==> src/rtl/core/fsba_pkg.sv <==
// fsba_pkg: shared types and codes for the fit-strategy block allocator.
// No dependencies.
`default_nettype none

package fsba_pkg;

    localparam int AMOUNT_W = 16;
    localparam int INDEX_W  = 4;
    localparam int COUNT_W  = 5;
    localparam int STRAT_W  = 2;

    localparam logic OP_LOAD    = 1'b0;
    localparam logic OP_REQUEST = 1'b1;

    localparam logic [STRAT_W-1:0] STRAT_FIRST = 2'd0;
    localparam logic [STRAT_W-1:0] STRAT_BEST  = 2'd1;
    localparam logic [STRAT_W-1:0] STRAT_WORST = 2'd2;

    localparam logic CFG_STRATEGY    = 1'b0;
    localparam logic CFG_BLOCK_COUNT = 1'b1;

    localparam logic [COUNT_W-1:0] BLOCK_COUNT_RST = 5'd16;

    typedef enum logic [2:0] {
        S_IDLE = 3'b001,
        S_SCAN = 3'b010,
        S_FIN  = 3'b100
    } t_state;

endpackage

`default_nettype wire

==> src/rtl/core/fit_strategy_block_allocator.sv <==
// fit_strategy_block_allocator: first/best/worst fit allocator over a size table.
// Depends on fsba_pkg and fsba_ram.
//
// channel | dir | handshake                  | payload
// in      | in  | i_in_valid / o_in_ready    | i_opcode i_block_index i_amount i_last_request
// out     | out | o_out_valid / i_out_ready  | o_allocated o_chosen_block o_last_result
// cfg     | in  | i_cfg_wr_en                | i_cfg_index i_cfg_wdata
//
// A load word is written in the cycle it is accepted; the next word may follow at once.
// A request scans limit = min(block_count, BLOCKS) blocks: one RAM read per block and a
// compare of each read result, then it leaves the scan and, in S_FIN, writes back the
// reduced size of the chosen block; under the undefined strategy it goes straight to S_FIN.
// A request holds in its final cycle while the output register is still full.
// Reset (synchronous, active low) clears control state only; the size table is not cleared.
`default_nettype none

module fit_strategy_block_allocator
    import fsba_pkg::*;
#(
    parameter int BLOCKS     = 16,
    parameter int SIZE_WIDTH = 16
) (
    input  wire logic                i_clk,
    input  wire logic                i_rst_n,
    input  wire logic                i_in_valid,
    output logic                     o_in_ready,
    input  wire logic                i_opcode,
    input  wire logic [INDEX_W-1:0]  i_block_index,
    input  wire logic [AMOUNT_W-1:0] i_amount,
    input  wire logic                i_last_request,
    output logic                     o_out_valid,
    input  wire logic                i_out_ready,
    output logic                     o_allocated,
    output logic [INDEX_W-1:0]       o_chosen_block,
    output logic                     o_last_result,
    input  wire logic                i_cfg_wr_en,
    input  wire logic                i_cfg_index,
    input  wire logic [COUNT_W-1:0]  i_cfg_wdata
);

    localparam int IW = (BLOCKS > 1) ? $clog2(BLOCKS) : 1;
    localparam int CW = $clog2(BLOCKS + 1);
    localparam logic [CW-1:0] BLOCKS_C = CW'(BLOCKS);

    t_state                r_state;
    logic [STRAT_W-1:0]    r_strategy;
    logic [COUNT_W-1:0]    r_block_count;
    logic [CW-1:0]         r_issue_cnt;
    logic                  r_pend;
    logic [IW-1:0]         r_pend_idx;
    logic                  r_found;
    logic [IW-1:0]         r_best_idx;
    logic [SIZE_WIDTH-1:0] r_best_sz;
    logic [AMOUNT_W-1:0]   r_need;
    logic                  r_last;
    logic                  r_out_valid;
    logic                  r_alloc;
    logic [INDEX_W-1:0]    r_chosen;
    logic                  r_out_last;

    logic [CW-1:0]         limit;
    logic                  in_acc;
    logic                  out_free;
    logic                  fits;
    logic                  take;
    logic [31:0]           in_idx32;
    logic [31:0]           best_idx32;
    logic [47:0]           amt48;
    logic [SIZE_WIDTH-1:0] rd_data;
    logic                  wr_en;
    logic [IW-1:0]         wr_addr;
    logic [SIZE_WIDTH-1:0] wr_data;
    logic [IW-1:0]         rd_addr;

    assign limit = (32'(r_block_count) > BLOCKS) ? BLOCKS_C : CW'(r_block_count);
    assign o_in_ready = (r_state == S_IDLE);
    assign in_acc = i_in_valid && o_in_ready;
    assign out_free = !r_out_valid || i_out_ready;
    assign in_idx32 = 32'(i_block_index);
    assign best_idx32 = 32'(r_best_idx);
    assign amt48 = 48'(i_amount);

    assign fits = 33'(rd_data) >= 33'(r_need);

    always_comb begin
        take = 1'b0;
        if (r_pend && fits) begin
            case (r_strategy)
                STRAT_FIRST: take = !r_found;
                STRAT_BEST:  take = !r_found || (rd_data < r_best_sz);
                STRAT_WORST: take = !r_found || (rd_data > r_best_sz);
                default:     take = 1'b0;
            endcase
        end
    end

    assign rd_addr = r_issue_cnt[IW-1:0];

    always_comb begin
        wr_en   = 1'b0;
        wr_addr = in_idx32[IW-1:0];
        wr_data = amt48[SIZE_WIDTH-1:0];
        if (in_acc && i_opcode == OP_LOAD) begin
            wr_en = in_idx32 < BLOCKS;
        end else if (r_state == S_FIN && out_free && r_found) begin
            wr_en   = 1'b1;
            wr_addr = r_best_idx;
            wr_data = r_best_sz - SIZE_WIDTH'(r_need);
        end
    end

    fsba_ram #(
        .DEPTH (BLOCKS),
        .WIDTH (SIZE_WIDTH),
        .AW    (IW)
    ) u_ram (
        .i_clk     (i_clk),
        .i_wr_en   (wr_en),
        .i_wr_addr (wr_addr),
        .i_wr_data (wr_data),
        .i_rd_addr (rd_addr),
        .o_rd_data (rd_data)
    );

    always_ff @(posedge i_clk) begin
        if (!i_rst_n) begin
            r_state       <= S_IDLE;
            r_strategy    <= STRAT_FIRST;
            r_block_count <= BLOCK_COUNT_RST;
            r_issue_cnt   <= '0;
            r_pend        <= 1'b0;
            r_found       <= 1'b0;
            r_out_valid   <= 1'b0;
        end else begin
            if (i_cfg_wr_en) begin
                if (i_cfg_index == CFG_STRATEGY) begin
                    r_strategy <= i_cfg_wdata[STRAT_W-1:0];
                end else begin
                    r_block_count <= i_cfg_wdata;
                end
            end

            if (r_state == S_FIN && out_free) begin
                r_out_valid <= 1'b1;
            end else if (i_out_ready) begin
                r_out_valid <= 1'b0;
            end

            case (r_state)
                S_IDLE: begin
                    if (in_acc && i_opcode == OP_REQUEST) begin
                        r_issue_cnt <= '0;
                        r_pend      <= 1'b0;
                        r_found     <= 1'b0;
                        r_state     <= (r_strategy == STRAT_FIRST || r_strategy == STRAT_BEST
                                        || r_strategy == STRAT_WORST) ? S_SCAN : S_FIN;
                    end
                end
                S_SCAN: begin
                    if (r_issue_cnt < limit) begin
                        r_issue_cnt <= r_issue_cnt + 1'b1;
                        r_pend      <= 1'b1;
                    end else begin
                        r_pend <= 1'b0;
                        if (!r_pend) begin
                            r_state <= S_FIN;
                        end
                    end
                    if (take) begin
                        r_found <= 1'b1;
                    end
                end
                S_FIN: begin
                    if (out_free) begin
                        r_state <= S_IDLE;
                    end
                end
                default: begin
                    r_state <= S_IDLE;
                end
            endcase
        end
    end

    always_ff @(posedge i_clk) begin
        if (in_acc) begin
            r_need <= i_amount;
            r_last <= i_last_request;
        end
        if (r_state == S_SCAN && r_issue_cnt < limit) begin
            r_pend_idx <= r_issue_cnt[IW-1:0];
        end
        if (take) begin
            r_best_idx <= r_pend_idx;
            r_best_sz  <= rd_data;
        end
        if (r_state == S_FIN && out_free) begin
            r_alloc    <= r_found;
            r_chosen   <= r_found ? best_idx32[INDEX_W-1:0] : '0;
            r_out_last <= r_last;
        end
    end

    assign o_out_valid    = r_out_valid;
    assign o_allocated    = r_alloc;
    assign o_chosen_block = r_chosen;
    assign o_last_result  = r_out_last;

endmodule

`default_nettype wire

==> src/rtl/core/fsba_ram.sv <==
// fsba_ram: single-port-write, single-port-read synchronous RAM, registered read.
// No dependencies.
`default_nettype none

module fsba_ram #(
    parameter int DEPTH = 16,
    parameter int WIDTH = 16,
    parameter int AW    = 4
) (
    input  wire logic             i_clk,
    input  wire logic             i_wr_en,
    input  wire logic [AW-1:0]    i_wr_addr,
    input  wire logic [WIDTH-1:0] i_wr_data,
    input  wire logic [AW-1:0]    i_rd_addr,
    output logic      [WIDTH-1:0] o_rd_data
);

    logic [WIDTH-1:0] r_mem [DEPTH];

    always_ff @(posedge i_clk) begin
        if (i_wr_en) begin
            r_mem[i_wr_addr] <= i_wr_data;
        end
        o_rd_data <= r_mem[i_rd_addr];
    end

endmodule

`default_nettype wire
==> config.mk <==
export PLATFORM = sky130hd
export DESIGN_NAME = fit_strategy_block_allocator
export DESIGN_NICKNAME = d
export VERILOG_FILES = /design/src/rtl/core/fsba_pkg.sv /design/src/rtl/core/fit_strategy_block_allocator.sv /design/src/rtl/core/fsba_ram.sv
export SDC_FILE = /design/constraint.sdc
export NUM_CORES = 1
export LEC_CHECK = 0
export BUFFER_PORTS_ARGS = -buffer_cell sky130_fd_sc_hd__buf_2
export CAP_MARGIN = 20
export CORE_MARGIN = 10
export CORE_UTILIZATION = 45
export DETAILED_ROUTE_END_ITERATION = 12
export REMOVE_ABC_BUFFERS = 1
export SLEW_MARGIN = 20
export SYNTH_ARGS = -nofsm -noshare
export SYNTH_HDL_FRONTEND = slang
export SYNTH_HIERARCHICAL = 1
export SYNTH_SLANG_ARGS = --single-unit
==> constraint.sdc <==
create_clock -name i_clk -period 3.2 [get_ports i_clk]
set_input_delay 0.16 -clock i_clk [delete_from_list [all_inputs] [get_ports i_clk]]
set_output_delay 0.16 -clock i_clk [all_outputs]
set_load 0.01 [all_outputs]
* After elaboration in Yosys (flattened, before gate mapping)
Memory sizes are Yosys's and may differ from the RTL's. A register that Yosys moved wholly into a read port is not among the register bits.
Index checks and enable logic that the tools add are counted.
** Word-level totals
- Output and inout port bits :: 8
- Word-level logic and storage cells :: 87
- Register bits after elaboration :: 65
- Memories kept :: 1
- Memory bits (writable) :: 256
** Memory list
- u_ram.r_mem :: words 16, bits a word 16, read ports 1, clocked after Yosys merged registers in 1, wr ports 1, RTL line fsba_ram.sv:18 : logic [WIDTH-1:0] r_mem [DEPTH];
** Operators by class
- $add $sub $neg :: 2
- Bitwise operators :: 2
- $lt $le $gt $ge :: 6
- Equality and inequality tests :: 11
- Multiplexer cells :: 27
- Reductions and logical operators :: 23
** Operator list (count)
- two-way mux 16 bit :: 2
- >= comparator 16 bit :: 1
- greater-than comparator 16 bit :: 1
- < comparator 16 bit :: 1
- subtractor 16 bit :: 1
- two-way mux 3 bit :: 5
- two-way mux 5 bit :: 3
- two-way mux 1 bit :: 10
- != test 2 bit (second input constant) :: 5
- case mux 5 bit (2 select lines) :: 1
- case mux 3 bit (3 select lines) :: 1
- two-way mux 4 bit :: 2
- logical AND 1 bit :: 7
- AND reduction 2 bit :: 3
- AND reduction 3 bit :: 2
- adder 5 x 1 -> 5 bit (second input constant) :: 1
- greater-than comparator 5 bit (second input constant) :: 1
- logical OR 1 bit :: 5
- < comparator 4 x 5 -> 1 bit (second input constant) :: 1
- < comparator 5 bit :: 1
- case mux 1 bit (2 select lines) :: 2
- AND reduction 4 bit :: 1
- nonzero test 2 bit :: 2
- equality test 3 x 1 -> 1 bit (second input constant) :: 1
- other kinds (9) :: 11

* Logic depth before layout (Yosys ltp)
- Depth after elaboration :: 8
- Gate-level depth with buffers :: 9

* Modules after synthesis
The synthesis kept the hierarchy.
** Modules (own cells, without submodules)
- fsba_ram :: times used 1, area each 10042.1 µm², cells each 432
- fit_strategy_block_allocator :: times used 1, area each 4096.4 µm², cells each 412

* Worst setup path before layout
OpenSTA, ideal clock, no wires.
- Path type :: reg-to-reg
- Start :: reg r_state[0]
- End :: mem u_ram.r_mem[0][0], enable pin
- Setup slack :: -222 ps
- Period minus slack after synthesis :: 3422 ps
- Setup time :: 409 ps
- Data required time :: 2791 ps
- Arrival time :: 3012 ps
- Path buffers :: 1
- Cell stages (with the launch flop) :: 8
- Cells stage by stage :: dfxtp_1 nor2_1 and3_1 nand2_1 clkbuf_1 o21ai_0 or3b_2 nor3_1
** On the way
- Longest elaborated chain between the ends :: 7
- Elaborated cells between the ends (all ways) :: 12
- Those cells by class :: 2 x eq/ne; 6 x mux; 4 x reduce/logical
** Ends and longest elaborated chain
- from (decl) :: RTL line fit_strategy_block_allocator.sv:45 : t_state r_state;
- from (signal assigned) :: RTL line fit_strategy_block_allocator.sv:155 : r_state <= (r_strategy == STRAT_FIRST || r_strategy == STRAT_BEST
- equality test 3 bit :: RTL line fit_strategy_block_allocator.sv:105 : end else if (r_state == S_FIN && out_free && r_found) begin
- logical AND 1 bit (2 in a row) :: RTL line fit_strategy_block_allocator.sv:105
- two-way mux 1 bit :: RTL line fit_strategy_block_allocator.sv:105
- two-way mux 1 bit * :: RTL line fit_strategy_block_allocator.sv:103 : if (in_acc && i_opcode == OP_LOAD) begin
- named net wr_en :: RTL line fit_strategy_block_allocator.sv:70 : logic wr_en;
- two-way mux 1 bit * :: RTL line fsba_ram.sv:21 : if (i_wr_en) begin
- two-way mux 1 bit (not written as such) * :: RTL line fsba_ram.sv:22 : r_mem[i_wr_addr] <= i_wr_data;
- to (decl) :: RTL line fsba_ram.sv:18
The timed path passes the listed nets; every way through them passes the cells marked *.

* Worst setup path after layout
- Start :: reg r_need[0]
- End :: mem u_ram.r_mem[8][12] (data pin)
** On the way
- Longest elaborated chain between the ends :: 3
** Ends and longest elaborated chain
- from (decl) :: RTL line fit_strategy_block_allocator.sv:54 : logic [AMOUNT_W-1:0] r_need;
- from (signal assigned) :: RTL line fit_strategy_block_allocator.sv:187 : r_need <= i_amount;
- subtractor 16 bit :: RTL line fit_strategy_block_allocator.sv:108 : wr_data = r_best_sz - SIZE_WIDTH'(r_need);
- two-way mux 16 bit :: RTL line fit_strategy_block_allocator.sv:105
- two-way mux 16 bit :: RTL line fit_strategy_block_allocator.sv:103
- named net wr_data[12] :: RTL line fit_strategy_block_allocator.sv:72 : logic [SIZE_WIDTH-1:0] wr_data;
The timed path passes the listed nets, and every way through them passes these cells.

==> results.md <==
- Die W: 197 microns
- Post-Syn Instances: 844
- Syn avg cell area: 16.8 sq um
- DRC viols: 0
- CTS clk-pin slew, worst paths: 60 ps
- Inserted Diodes: 0
- PD cells: 614 nW/um^2
- CTS tree: done
- Post-route ant nets: 0
- Total wire length: 33.1 mm
- Io pins: 41
- Post-synth EDFFs: 303
- Yosys reg bits: 337
- Largest net degree at the start of global routing: 69
- Clock power frac: 0.402
- Die area: 38900 sq um
- Final hold vios: 0
- Initial antenna violation count: 0
- Startpoint class of the critical path: flip-flop
- Vias in the first global route: 7923
- Drt first-iter violations: 663
- Peak supply drop: 429 uV
- Post-synth ARST share: 0
- Yosys warning total: 6
- Worst clock skew: 16.0 ps
- Total power: 10200 uW
- Clock Tree Buf Depth: 3
- Initial DRT Pass Iterations: 5
- CTS H-tree depth: 2
- Buffer and inverter count on the worst path: 1
- Hold Crit Class: in2reg
- Min cycle time layout: 2860 ps
- Seq pwr share: 0.491
- Share of cells above drive strength 1: 0.235
- All-Layer GR Usage: 0.172
- Sw Pwr: 2390 uW
- Average wire per standard cell: 23.6 microns
- Area share of the largest cell type after synthesis: 0.644
- Final-stage net count: 1067
- Net Sw Frac: 0.233
- RSZ-0062 raised after global routing: false
- Synth top area cells: edfxtp_1 (64%), mux4_2 (8.6%), ha_1 (4.9%)
- Sequential area share after synthesis: 0.692
- Filler Cells Inserted: 2461
- Distinct cell type count after synthesis: 63
- Row cnt: 64
- First-pass GRT wire length: 50.0 mm
- Least-Margin Pin Slew: 1070 ps
- Initial Utilization: 0.459
- Vias per cell: 5.60
- CP top delay family: compound AO/OA/AOI/OAI gates
- Combinational cell fraction of total power: 0.107
- Commonest non-fill, non-tap cells in the layout: edfxtp_1 (303), nand2_1 (68), ha_1 (55)
- CP Max Fanout: 16
- Final Max Tran Viols: 0
- Most common cell after layout, fill and taps aside: edfxtp_1
- Status: finished clean
- Final worst-path cycle share: 0.895
- Gr ovfl total: 0
- Worst Path Arrival: 3230 ps
- Final hold slack: 26.4 ps
- Root Buffer: clkbuf_16
- Num CTS Buffers: 37
- MaxCap Viol Count: 0
- Die H: 197 microns
- Fmax: 349 MHz
- Core area: 30800 sq um
- Synth Cell Area: 14100 sq um
- Input/output buffers: 40
- Critical path's slowest cell: fa_1
- Leading area contributor after synthesis: edfxtp_1
- Static leakage: 0.00584 uW
- CP endpoint kind: flip-flop
- Final setup fails: 0
- Layout Area Growth over Synthesis: 17.9%
- Clk_lat worst skew: 530 ps
- Crit-path cells: ha_1, fa_1, nand2b_1, a21oi_1, o221ai_1, a21boi_1, nor3_1, o31ai_1, buf_4
- Top FF cell, synth: edfxtp_1
- Slew headroom: 0.282
- CP peak stage delay: 400 ps
- Routed vias: 7861
- Number of clock sinks: 337
- Setup CP Type: reg2reg
- DP Wirelength: 20.8 mm
- Critical Path RT: 3560 ps
- Internal Power: 7840 uW
- Final GP Congestion: 0.863
-- repair_timing --
item,in CTS,in global routing
resized for setup,0,3
setup buffers,0,0
hold endpoints to repair,27,0
hold buffers,30,0
setup endpoints to repair,0,48
-- path summary, 6_finish.rpt --
kind | startpoint | endpoint | slack [ps] | depth (start not counted)
setup / recovery | r_need[0]$_DFFE_PP_ | u_ram/r_mem[8][12]$_DFFE_PP_ | 340 | 9
hold / removal | i_cfg_index | r_block_count[0]$_SDFFE_PN0P_ | 30 | 3
setup reg to reg | r_need[0]$_DFFE_PP_ | u_ram/r_mem[8][12]$_DFFE_PP_ | 340 | 9
hold reg to reg | r_pend_idx[2]$_DFFE_PP_ | r_best_idx[2]$_DFFE_PP_ | 410 | 0
-- tightest hold or removal path, stage by stage --
cell and delay, ps:
buf_2 140, nand3_1 100, a21boi_0 80
-- power by group through the flow --
| stage | Clock [uW] | Sequential, uW | Combinational [uW] |
|---|---|---|---|
| 4_1_cts | 4210 | 5020 | 1080 |
| 3_3_place_gp | 0 | 5110 | 1040 |
| 3_5_place_dp | 0 | 5110 | 1050 |
| 2_1_floorplan | 0 | 5120 | 698 |
| 5_1_grt | 4380 | 5030 | 1210 |
| 6_report | 4120 | 5020 | 1090 |
-- per-layer routing --
layer,up-vias,global-route usage,part of all wire
met5,-,0,0
met1,3957,0.238,0.46
met2,226,0.278,0.47
li1,3619,-,-
met3,59,0.0244,0.052
met4,0,0.0470,0.019
-- synth_stat cells, types with 6 or more instances --
cell	number
a21boi_0	6
a21oi_1	30
a22oi_1	33
and2_1	6
clkbuf_1	13
dfxtp_1	34
edfxtp_1	303
ha_1	55
inv_1	42
mux4_1	10
mux4_2	54
nand2_1	68
nand2b_1	11
nand3_1	13
nor2_1	26
nor3_1	8
o21ai_0	12
o21ai_1	23
xnor2_1	10
-- registers in the layout, indices dropped and copies added, names as in the netlist, 2 cells and up --
name,count
r_best_sz,16
r_issue_cnt,5
r_pend_idx,4
r_best_idx,4
u_ram/o_rd_data,16
o_chosen_block,4
r_strategy,2
r_state,3
u_ram/r_mem,256
r_block_count,5
r_need,16
-- cells by family (layout without fill, tap and decap cells) --
logic type / count (synthesis) / after routing / synth area share
AO/OA/AOI/OAI: 135 / 135 / 0.0618
XOR/XNOR: 13 / 13 / 0.00805
adder cells (fa/ha/maj): 56 / 56 / 0.0501
multiplexers: 72 / 72 / 0.111
AND/OR/NAND/NOR: 160 / 160 / 0.0552
buffers and inverters: 71 / 234 / 0.0225
flip-flops: 337 / 337 / 0.692
-- through the flow --
stage	TNS [ps]	area [sq um]	setup slack, ps	instances	utilization
floorplan	-54160	14000	-802	817	-
global placement	0	15200	164	1305	0.491
detailed placement	0	15200	43.4	1305	0.491
CTS	0	16600	21.9	1403	0.540
global route	0	16700	127	1403	0.541
finish	0	16700	335	1403	0.541
-- area by class of cell --
type	count	area, sq um	area share
flip-flops and latches	337	9780	0.587
repair buffers	122	916	0.0550
multi-input cells	436	4120	0.247
inverters	44	165	0.00991
clock buffers	47	1010	0.0609
clock inverters	21	173	0.0104
well taps	396	495	0.0297
Note: power is estimated with default switching activity, not from simulation.
